[config.mk]
export PLATFORM = sky130hd
export DESIGN_NAME = dual_mode_serial_frame_receiver_top
export DESIGN_NICKNAME = d
export VERILOG_FILES = /design/src/design/dmsfr_pkg.sv /design/src/design/dmsfr_bin_track.sv /design/src/design/dual_mode_serial_frame_receiver_top.sv
export SDC_FILE = /design/constraint.sdc
export NUM_CORES = 1
export LEC_CHECK = 0
export BUFFER_PORTS_ARGS = -buffer_cell sky130_fd_sc_hd__buf_4
export CORE_ASPECT_RATIO = 0.75
export CORE_UTILIZATION = 35
export DETAILED_ROUTE_END_ITERATION = 8
export HOLD_SLACK_MARGIN = 0.08
export PLACE_DENSITY_LB_ADDON = 0.15
export REMOVE_ABC_BUFFERS = 1
export SYNTH_ARGS = -nofsm -noshare
export SYNTH_HDL_FRONTEND = slang
export SYNTH_SLANG_ARGS = --single-unit
[constraint.sdc]
create_clock -name clk -period 5.8 [get_ports clk]
set_input_delay 1.16 -clock clk [delete_from_list [all_inputs] [get_ports clk]]
set_output_delay 1.16 -clock clk [all_outputs]
set_load 0.05 [all_outputs]
[src/design/dmsfr_pkg.sv]
// Package for the dual mode serial frame receiver.
// Holds buffer sizes, frame codes, sequencer states and the binary decode struct.
// No dependencies.
package dmsfr_pkg;

  // buffer sizes
  localparam int TEXT_BUF_DEPTH = 32;
  localparam int BIN_FRAME_MAX  = 64;
  localparam int TEXT_PTR_W     = $clog2(TEXT_BUF_DEPTH);
  localparam int BIN_ADDR_W     = $clog2(BIN_FRAME_MAX);

  // field widths
  localparam int BYTE_W      = 8;
  localparam int FRAME_LEN_W = 7;
  localparam int BIN_IDX_W   = 7;
  localparam int SUM_W       = 16;
  localparam int SIZE_W      = 17;

  // markers and header bytes
  localparam logic [BYTE_W-1:0] OPEN_MARK  = 8'h28;
  localparam logic [BYTE_W-1:0] CLOSE_MARK = 8'h29;
  localparam logic [BYTE_W-1:0] PRE0       = 8'hBB;
  localparam logic [BYTE_W-1:0] PRE1       = 8'h00;
  localparam logic [SIZE_W-1:0] SIZE_EXTRA = 17'd10;

  // header positions (index after the byte is stored)
  localparam logic [BIN_IDX_W-1:0] IDX_PREAMBLE_DONE = 7'd2;
  localparam logic [BIN_IDX_W-1:0] IDX_LENGTH_DONE   = 7'd8;
  localparam logic [BIN_IDX_W-1:0] IDX_MIN_END       = 7'd9;

  // protocol_mode codes
  localparam logic MODE_BINARY = 1'b0;
  localparam logic MODE_TEXT   = 1'b1;

  // frame_status codes
  localparam logic [1:0] FS_TEXT     = 2'd0;
  localparam logic [1:0] FS_GOOD     = 2'd1;
  localparam logic [1:0] FS_BAD_SUM  = 2'd2;
  localparam logic [1:0] FS_TOO_LONG = 2'd3;

  // readback sequencer
  typedef enum logic [1:0] {
    ST_IDLE,
    ST_READ,
    ST_EMIT
  } seq_state_t;

  // outcome of one binary-mode byte
  typedef struct packed {
    logic [BIN_ADDR_W-1:0]  wr_addr;
    logic                   emit_frame;
    logic                   emit_status;
    logic [1:0]             status;
    logic [FRAME_LEN_W-1:0] length;
  } bin_dec_t;

endpackage

[src/design/dmsfr_bin_track.sv]
// Binary frame tracker: preamble hunt, length decode and checksum check.
// Keeps index, running sum, expected size and the header bytes it needs.
// Depends on dmsfr_pkg.
module dmsfr_bin_track import dmsfr_pkg::*; (
  input  logic              clk,
  input  logic              rst,
  input  logic              step,
  input  logic [BYTE_W-1:0] rx_byte,
  output bin_dec_t          dec
);

  logic [BIN_IDX_W-1:0]   idx, idx_next;
  logic [SUM_W-1:0]       sum, sum_next;
  logic [FRAME_LEN_W-1:0] exp_size, exp_size_next;
  logic [BYTE_W-1:0]      first, first_next;
  logic [BYTE_W-1:0]      prev;

  logic [BIN_IDX_W-1:0] idx_cur;
  logic [BIN_IDX_W-1:0] idx_inc;
  logic [SUM_W-1:0]     sum_add;
  logic [SIZE_W-1:0]    size;
  logic                 mismatch;

  always_comb begin
    idx_cur  = (idx >= BIN_IDX_W'(BIN_FRAME_MAX)) ? '0 : idx;
    idx_inc  = idx_cur + 1'b1;
    sum_add  = sum + {8'd0, rx_byte};
    size     = {1'b0, rx_byte, prev} + SIZE_EXTRA;
    mismatch = (first != PRE0) || (rx_byte != PRE1);

    idx_next         = idx_inc;
    sum_next         = sum_add;
    exp_size_next    = exp_size;
    first_next       = (idx_cur == '0) ? rx_byte : first;
    dec.wr_addr      = idx_cur[BIN_ADDR_W-1:0];
    dec.emit_frame   = 1'b0;
    dec.emit_status  = 1'b0;
    dec.status       = FS_GOOD;
    dec.length       = idx_inc;

    if (idx_inc == IDX_PREAMBLE_DONE) begin
      if (mismatch) begin
        // second byte slides down to become the first
        dec.wr_addr = '0;
        first_next  = rx_byte;
        idx_next    = BIN_IDX_W'(1);
      end else begin
        sum_next = {8'd0, PRE0} + {8'd0, PRE1};
      end
    end else if (idx_inc == IDX_LENGTH_DONE) begin
      if (size > SIZE_W'(BIN_FRAME_MAX)) begin
        dec.emit_status = 1'b1;
        dec.status      = FS_TOO_LONG;
        dec.length      = '0;
        idx_next        = '0;
        sum_next        = '0;
        exp_size_next   = '0;
      end else begin
        exp_size_next = size[FRAME_LEN_W-1:0];
      end
    end else if (idx_inc > IDX_MIN_END && idx_inc == exp_size) begin
      // sum before the two checksum bytes against the received checksum
      if ((sum - {8'd0, prev}) == {rx_byte, prev}) begin
        dec.emit_frame = 1'b1;
      end else begin
        dec.emit_status = 1'b1;
        dec.status      = FS_BAD_SUM;
      end
      idx_next = '0;
      sum_next = '0;
    end
  end

  always_ff @(posedge clk) begin
    if (rst) begin
      idx      <= '0;
      sum      <= '0;
      exp_size <= '0;
    end else if (step) begin
      idx      <= idx_next;
      sum      <= sum_next;
      exp_size <= exp_size_next;
    end
  end

  always_ff @(posedge clk) begin
    if (step) begin
      first <= first_next;
      prev  <= rx_byte;
    end
  end

endmodule

[src/design/dual_mode_serial_frame_receiver_top.sv]
// A status-only result is in the output register in the cycle after its closing byte is taken.
// A frame run starts after its closing byte, then each byte goes through ST_READ (memory read)
// and ST_EMIT (output load), and ST_EMIT waits while the result side stalls.
// Input takes one byte per cycle outside runs while no result is held; a run holds off input.
// Reset (rst, synchronous): mode to binary, text pointer, binary index, sum and size cleared.
// Buffers are not cleared: only entries written since reset are ever read back.
// Depends on dmsfr_pkg and dmsfr_bin_track.
module dual_mode_serial_frame_receiver_top import dmsfr_pkg::*; (
  input  logic                   clk,
  input  logic                   rst,
  // configuration write channel
  input  logic                   cfg_valid,
  output logic                   cfg_ready,
  input  logic [0:0]             cfg_data,
  // receive request channel
  input  logic                   rx_valid,
  output logic                   rx_stall,
  input  logic [BYTE_W-1:0]      rx_byte,
  // result request channel
  output logic                   res_valid,
  input  logic                   res_stall,
  output logic [BYTE_W-1:0]      data_byte,
  output logic                   byte_valid,
  output logic [1:0]             frame_status,
  output logic [FRAME_LEN_W-1:0] frame_length,
  output logic                   last_of_run
);

  // mode register; writes must land only while idle, which the user keeps to, so no guard is kept
  logic protocol_mode;

  assign cfg_ready = 1'b1;

  always_ff @(posedge clk) begin
    if (rst) begin
      protocol_mode <= MODE_BINARY;
    end else if (cfg_valid && cfg_ready) begin
      protocol_mode <= cfg_data[0];
    end
  end

  // handshake
  seq_state_t state, state_next;
  logic       out_free;
  logic       rx_take;
  logic       text_step;
  logic       bin_step;
  logic       em_load;

  assign out_free  = !res_valid || !res_stall;
  assign rx_take   = rx_valid && !rx_stall;
  assign text_step = rx_take && (protocol_mode == MODE_TEXT);
  assign bin_step  = rx_take && (protocol_mode == MODE_BINARY);

  // text path: pointer wraps at the buffer depth
  logic [TEXT_PTR_W-1:0] text_ptr;
  logic [TEXT_PTR_W-1:0] text_wr_ptr;
  logic [TEXT_PTR_W-1:0] text_ptr_next;
  logic                  text_close;

  always_comb begin
    text_wr_ptr   = (rx_byte == OPEN_MARK) ? '0 : text_ptr;
    text_ptr_next = (text_wr_ptr == TEXT_PTR_W'(TEXT_BUF_DEPTH - 1)) ? '0 : text_wr_ptr + 1'b1;
    text_close    = (rx_byte == CLOSE_MARK);
  end

  always_ff @(posedge clk) begin
    if (rst) begin
      text_ptr <= '0;
    end else if (text_step) begin
      text_ptr <= text_ptr_next;
    end
  end

  // binary path
  bin_dec_t bin_dec;

  dmsfr_bin_track u_bin_track (
    .clk     (clk),
    .rst     (rst),
    .step    (bin_step),
    .rx_byte (rx_byte),
    .dec     (bin_dec)
  );

  // what this byte triggers
  logic                   start_run;
  logic                   start_status;
  logic [1:0]             trig_status;
  logic [FRAME_LEN_W-1:0] trig_len;

  always_comb begin
    start_run    = 1'b0;
    start_status = 1'b0;
    trig_status  = FS_TEXT;
    trig_len     = '0;
    if (text_step && text_close) begin
      if (text_ptr_next == '0) begin
        start_status = 1'b1;
      end else begin
        start_run = 1'b1;
        trig_len  = FRAME_LEN_W'(text_ptr_next);
      end
    end else if (bin_step) begin
      start_run    = bin_dec.emit_frame;
      start_status = bin_dec.emit_status;
      trig_status  = bin_dec.status;
      trig_len     = bin_dec.length;
    end
  end

  // frame buffers, each with a registered read
  logic [BYTE_W-1:0] text_mem [TEXT_BUF_DEPTH];
  logic [BYTE_W-1:0] bin_mem  [BIN_FRAME_MAX];
  logic [BYTE_W-1:0] text_rd_data;
  logic [BYTE_W-1:0] bin_rd_data;

  // readback sequencer registers
  logic [FRAME_LEN_W-1:0] rd_count;
  logic [FRAME_LEN_W-1:0] em_len;
  logic [1:0]             em_status;
  logic                   em_last;

  always_ff @(posedge clk) begin
    if (text_step) begin
      text_mem[text_wr_ptr] <= rx_byte;
    end
    text_rd_data <= text_mem[rd_count[TEXT_PTR_W-1:0]];
  end

  always_ff @(posedge clk) begin
    if (bin_step) begin
      bin_mem[bin_dec.wr_addr] <= rx_byte;
    end
    bin_rd_data <= bin_mem[rd_count[BIN_ADDR_W-1:0]];
  end

  assign em_last = (rd_count + 1'b1) == em_len;

  // next state
  always_comb begin
    state_next = state;
    case (state)
      ST_IDLE: begin
        if (start_run) state_next = ST_READ;
      end
      ST_READ: begin
        state_next = ST_EMIT;
      end
      ST_EMIT: begin
        if (out_free) state_next = em_last ? ST_IDLE : ST_READ;
      end
      default: begin
        state_next = ST_IDLE;
      end
    endcase
  end

  // sequencer outputs; input waits during a run and while a result is held
  always_comb begin
    rx_stall = 1'b1;
    em_load  = 1'b0;
    case (state)
      ST_IDLE: begin
        rx_stall = !out_free;
      end
      ST_EMIT: begin
        em_load = out_free;
      end
      default: begin
        rx_stall = 1'b1;
      end
    endcase
  end

  always_ff @(posedge clk) begin
    if (rst) begin
      state    <= ST_IDLE;
      rd_count <= '0;
    end else begin
      state <= state_next;
      if (start_run) begin
        rd_count <= '0;
      end else if (em_load) begin
        rd_count <= rd_count + 1'b1;
      end
    end
  end

  always_ff @(posedge clk) begin
    if (start_run) begin
      em_len    <= trig_len;
      em_status <= trig_status;
    end
  end

  // output register
  always_ff @(posedge clk) begin
    if (rst) begin
      res_valid <= 1'b0;
    end else if (start_status || em_load) begin
      res_valid <= 1'b1;
    end else if (!res_stall) begin
      res_valid <= 1'b0;
    end
  end

  always_ff @(posedge clk) begin
    if (start_status) begin
      data_byte    <= '0;
      byte_valid   <= 1'b0;
      frame_status <= trig_status;
      frame_length <= trig_len;
      last_of_run  <= 1'b1;
    end else if (em_load) begin
      data_byte    <= (em_status == FS_TEXT) ? text_rd_data : bin_rd_data;
      byte_valid   <= 1'b1;
      frame_status <= em_status;
      frame_length <= em_len;
      last_of_run  <= em_last;
    end
  end

endmodule

==> results of run 1 <==
-- state kept, by name, summed over array words and instances, names as in the netlist, 2 cells and up --
name and cells:
text_mem 256, bin_mem 512, u_bin_track.prev 8, state 2, frame_length 7, em_status 2
u_bin_track.exp_size 7, bin_rd_data 8, rd_count 7, text_rd_data 8, frame_status 2, em_len 7
u_bin_track.sum 16, data_byte 8, u_bin_track.idx 7, u_bin_track.first 8, text_ptr 5
-- cells by family after synthesis --
kind of cell | synth area share [%]
AOI/OAI and AO/OA | 2.68
xor gates and xnor gates | 1.69
adders and majority gates | 1.09
buffers and inverters | 1.46
DFF | 71.5
muxes | 16.6
other | 0.0105
and+or+nand+nor | 4.97
-- placed cells by master, fill, tap and decap left out, types with 8 or more instances in the layout --
cell and instances:
a211oi_1 12, a21oi_1 45, and2_1 10, buf_4 128, bufinv_16 11, clkbuf_1 11
clkbuf_16 91, clkbuf_8 8, clkinv_1 14, clkinv_2 17, dfxtp_1 68, edfxtp_1 802
ha_1 28, inv_1 29, mux2_2 16, mux2i_1 11, mux4_2 248, nand2_1 58
nand2b_1 15, nand3_1 24, nand4_1 8, nor2_1 164, nor3_1 27, nor4_1 10
o21ai_0 17, xnor2_1 43, xor2_1 26
-- worst paths after layout --
| path | start | to | slack [ns] | cells past startpoint |
|---|---|---|---|---|
| worst max-delay path | u_bin_track.idx[6] | bin_mem[46][4] | 0.97 | 12 |
| worst max register to register | u_bin_track.idx[6] | bin_mem[46][4] | 0.97 | 12 |
| worst min-delay path | u_bin_track.sum[0] | u_bin_track.sum[0] | 0.48 | 2 |
| worst min register to register | u_bin_track.sum[0] | u_bin_track.sum[0] | 0.48 | 2 |
-- layout make-up --
class / count / area (um2)
clock buffer: 110 / 2430
clock inverter: 58 / 668
fill: 8978 / 60000
inverter: 30 / 113
multi-input combinational: 895 / 9680
sequential: 874 / 25500
tap: 1339 / 1680
timing repair buffer: 135 / 1100
-- tightest hold or removal path, cell delays in order, from the launching register on --
cell and delay (ns):
dfxtp_1 0.33, nand2_1 0.06, a21oi_1 0.05
-- per-layer routing --
metal	track usage [%]	share of wire [%]
met2	26.0	44
met3	4.60	6.4
met5	0	0.029
met4	4.00	1.8
met1	27.4	48
-- stage by stage --
stage	total power (W)	setup TNS, ns
after global routing	0.0139	0
after detailed placement	0.00760	0
after global placement	0.00759	0
final	0.0135	0
after floorplan	0.00734	-90.60
after CTS	0.0136	0
-- power by group through the flow --
stage	Combinational (W)	Sequential [W]	Clock, W
6_report	0.000502	0.00696	0.00604
5_1_grt	0.000549	0.00696	0.00641
4_1_cts	0.000510	0.00696	0.00618
3_5_place_dp	0.000508	0.00709	0
3_3_place_gp	0.000496	0.00709	0
2_1_floorplan	0.000239	0.00710	0
==> reports/results.tsv, run 1 <==
metric	value	unit
nets	2070	
grt_pass1_wl	133000	um
antenna_left	0	
rsz0062_at_grt	false	
worstMarginPinSlew	1.30	ns
via_per_inst	5.32	
antenna_found_initial	9	
yosysUniqueCellTypes	70	
synth_common_cells	edfxtp_1, mux4_2, nor2_1, clkbuf_1, dfxtp_1	
yosysWarnings	0	
drt_iter0_drc	1876	
critPathMostFrequentCell	nor2_1	
cp_top_family	simple AND/OR/NAND/NOR gates	
period_share	83.3	%
hold_viol	0	
cts_made_buffers	90	
async_reset_ff_share	0	%
p_comb_share	3.7	%
crit_type	register to register	
area_growth	15.4	%
synthFlopType	edfxtp_1	
grt_max_degree	106	
start_util	35.3	%
pwr-share-seq	51.6	%
synth_seq_cells	874	
path_max_fanout	21	
cp_num_buf_inv	2	
h-tree-depth	3	
synth-edff-count	802	
core-area	0.101	mm2
cts_tree	done	
fp.dieW	371	um
port_buffers	34	
synth_area_leader_cell	edfxtp_1	
crit_chain	buf_4 -> nand2b_1 -> inv_1 -> ha_1 -> nand3_1 -> mux2_1 -> a31oi_1 -> nor3_1 -> and2_1 -> nor2_1 -> or4b_1 -> nor2_1	
avgSynthCellArea	18.8	um2
syn_area	0.0357	mm2
cp-end-kind	register	
clockPowerShare	44.7	%
grt_util_all_layers	18.1	%
drtPass1Iterations	6	
pin_count	36	
fin_hold_ws	0.481	ns
ir_worst_vdd	275	uV
status	complete, no violations	
finalClockSkew	0.0383	ns
worstPathRequired	6.11	ns
setup_viol	0	
n_antenna_cell	0	
cap_violations	0	
ctsResizeCount	0	
dp_hpwl	58800	um
stdcell_count	3441	
place_area	0.0381	mm2
maxSlewViolCount	0	
clock_latency	0.69	ns
root_buffer	clkbuf_16	
p_per_area	327	mW/mm2
post-route-util	40.7	%
ys_seq_area_share	71.5	%
power_switching	0.00292	W
die_h	279	um
gp_congestion	0.827	
drc	0	
die-area	0.103	mm2
cp.arrival	5.14	ns
cts_sinks	874	
drive_above_1_share	26.4	%
hp-class	register to register	
wire_per_inst	26.7	um
final_area	0.0412	mm2
p_int	0.0106	W
row_count	101	
cp-start-kind	register	
cts.path.max_buffers	3	
cp_slowest_cell	or4b_1	
yosys-top-cells-area	edfxtp_1, mux4_2, dfxtp_1	
netSwitchingFraction	21.6	%
dp_cells	3273	
drt-total-wl	91900	um
cpPeakStageDelay	0.81	ns
p_leak	12.8	nW
yosysMostFrequentCell	edfxtp_1	
vias	18300	
cts_hold_buf	0	
grt_pass1_vias	18500	
synth_top_area_share	67.4	%
postCtsSetupRepairBufs	0	
clk_pin_slew_worst_paths	0.06	ns
synth_cells	1902	
dp_slack	0.284	ns
fmax	207	MHz
setup_ws	0.970	ns
overflow	0	
slew_headroom	13.3	%
fin_crit	4.83	ns
(Power assumes the default switching activity.)
==> run 2, diff against run 1 <==
--- a/config.mk
+++ b/config.mk
@@ -5,6 +5,7 @@
 export SDC_FILE = /design/constraint.sdc
 export NUM_CORES = 1
 export LEC_CHECK = 0
+export ABC_AREA = 1
 export BUFFER_PORTS_ARGS = -buffer_cell sky130_fd_sc_hd__buf_4
 export CORE_ASPECT_RATIO = 0.75
 export CORE_UTILIZATION = 35
==> constraint.sdc (replaced) <==
create_clock -name clk -period 4.4 [get_ports clk]
set_input_delay 0.88 -clock clk [delete_from_list [all_inputs] [get_ports clk]]
set_output_delay 0.88 -clock clk [all_outputs]
set_load 0.05 [all_outputs]
==> reports/results.tsv, run 2 <==
metric	value	unit
grt_max_degree	188	
drt-total-wl	110000	um
ys_seq_area_share	68.9	%
port_buffers	34	
drtPass1Iterations	6	
p_per_area	415	mW/mm2
largest-register	bin_mem	
dp_slack	0.258	ns
pin_count	36	
synth_top_area_share	65.0	%
worstMarginPinSlew	1.04	ns
avgSynthCellArea	11.5	um2
drive_above_1_share	10.7	%
gp_congestion	0.855	
yosysUniqueCellTypes	52	
cap_violations	0	
h-tree-depth	3	
fin_crit	3.76	ns
antenna_found_initial	3	
synth_cells	3225	
yosysMostFrequentCell	edfxtp_1	
via_per_inst	5.39	
clk_pin_slew_worst_paths	0.06	ns
async_reset_ff_share	0	%
wire_per_inst	23.1	um
largest_reg_flops	512	
synth-edff-count	802	
path_max_fanout	8	
ir_worst_vdd	289	uV
antenna_left	0	
r2r_cells	17	
cp.arrival	4.13	ns
top_regs	bin_mem x512, text_mem x256, u_bin_track.sum x16	
yosysWarnings	0	
yosys-top-cells-area	edfxtp_1, nor2_1, o21ai_0	
postCtsSetupRepairBufs	0	
slew_headroom	30.3	%
cts_tree	done	
drt_iter0_drc	2633	
synth_area_leader_cell	edfxtp_1	
fmax	266	MHz
core-area	0.104	mm2
cts.path.max_buffers	3	
cts_made_buffers	89	
start_util	35.6	%
setup_ws	0.639	ns
root_buffer	clkbuf_16	
grt_pass1_wl	164000	um
place_area	0.0393	mm2
hold_viol	0	
die_h	284	um
n_antenna_cell	0	
p_leak	14.4	nW
grt_util_all_layers	20.5	%
final_cell_mix	edfxtp_1, nor2_1, o21ai_0, nand2_1, o22ai_1	
nets	3322	
overflow	0	
clock_latency	0.68	ns
finalClockSkew	0.0289	ns
setup_viol	0	
area_growth	13.8	%
seqCellArea	0.0255	mm2
hp-class	input port to register	
fp.dieW	378	um
cts_sinks	874	
syn_area	0.0370	mm2
cts_hold_buf	0	
crit_type	register to register	
synth_seq_cells	874	
grt_pass1_vias	24600	
final_common_cell	edfxtp_1	
cp-end-kind	register	
ctsResizeCount	0	
hold_depth	2	
vias	25600	
synthFlopType	edfxtp_1	
dp_hpwl	68000	um
worstPathRequired	4.77	ns
multi_input_area	0.0103	mm2
drc	0	
cp-start-kind	register	
grt.met3_usage	4.53	%
busiest_layer	met1	
period_share	85.5	%
row_count	102	
finalPower	0.0175	W
status	complete, no violations	
rsz0062_at_grt	false	
use_met1	30.9	%
final_area	0.0421	mm2
fin_hold_ws	0.403	ns
maxSlewViolCount	0	
nFillCells	9846	
grt_use_met2	29.6	%
die-area	0.107	mm2
synth_common_cells	edfxtp_1, nor2_1, o21ai_0, nand2_1, clkbuf_1	
-- run 2: final cells by class --
type / count / area share [%]
Sequential cell: 874 / 60.6
Clock buffer: 113 / 5.50
Tap cell: 1404 / 4.17
Timing Repair Buffer: 153 / 2.96
Clock inverter: 49 / 1.17
Inverter: 132 / 1.21
Multi-Input combinational cell: 2028 / 24.4
-- run 2: logic make-up after synthesis --
logic type | count (synthesis) | share of synthesized area, %
simple gates | 1144 | 13.0
flops | 874 | 68.9
compound gates | 804 | 12.5
buf+inv | 323 | 3.38
xor+xnor | 48 | 1.13
fa+ha+maj | 30 | 1.05
other cells | 1 | 0.0101
mux | 1 | 0.0270
-- run 2: report_power, final --
part | leakage, nW | switching (W) | total, W | internal [W]
Sequential | 7.83 | 0.0000619 | 0.00919 | 0.00913
Clock | 1.37 | 0.00328 | 0.00745 | 0.00417
Combinational | 5.22 | 0.000604 | 0.000829 | 0.000226
Total | 14.4 | 0.00395 | 0.0175 | 0.0135
-- run 2: worst max-delay path, stage by stage (launching register included) --
cell     delay, ns
dfxtp_1       0.39
inv_4         0.14
nand2_4       0.10
inv_2         0.17
ha_1          0.37
inv_1         0.11
nor2_1        0.14
nand3_2       0.10
nand2_2       0.19
nand3_4       0.13
nor2_2        0.15
nand2_2       0.15
nand2_1       0.17
nand2_1       0.10
nor2_1        0.14
nand2_1       0.43
nor2_1        0.24
buf_4         0.22
-- run 2: worst paths after layout --
kind                            from  slack (ns)              to
hold / removal             cfg_valid        0.40   protocol_mode
setup / recovery  u_bin_track.idx[6]        0.64  bin_mem[16][2]
setup reg to reg  u_bin_track.idx[6]        0.64  bin_mem[16][2]
hold reg to reg          text_ptr[4]        0.48     text_ptr[4]
-- run 2: routing by layer --
metal	vias to the layer above	wire length (um)
met5	-	0
met4	0	2140
met3	142	7570
met2	780	47200
met1	12900	53100
li1	11800	-
-- run 2: metrics by stage --
stage / instances / utilization (%) / setup TNS [ns]
4_1_cts: 4753 / 40.5 / 0
3_5_place_dp: 4591 / 37.8 / 0
3_3_place_gp: 4591 / 37.8 / 0
6_report: 4753 / 40.5 / 0
5_1_grt: 4753 / 40.5 / 0
2_1_floorplan: 3034 / - / -295.78
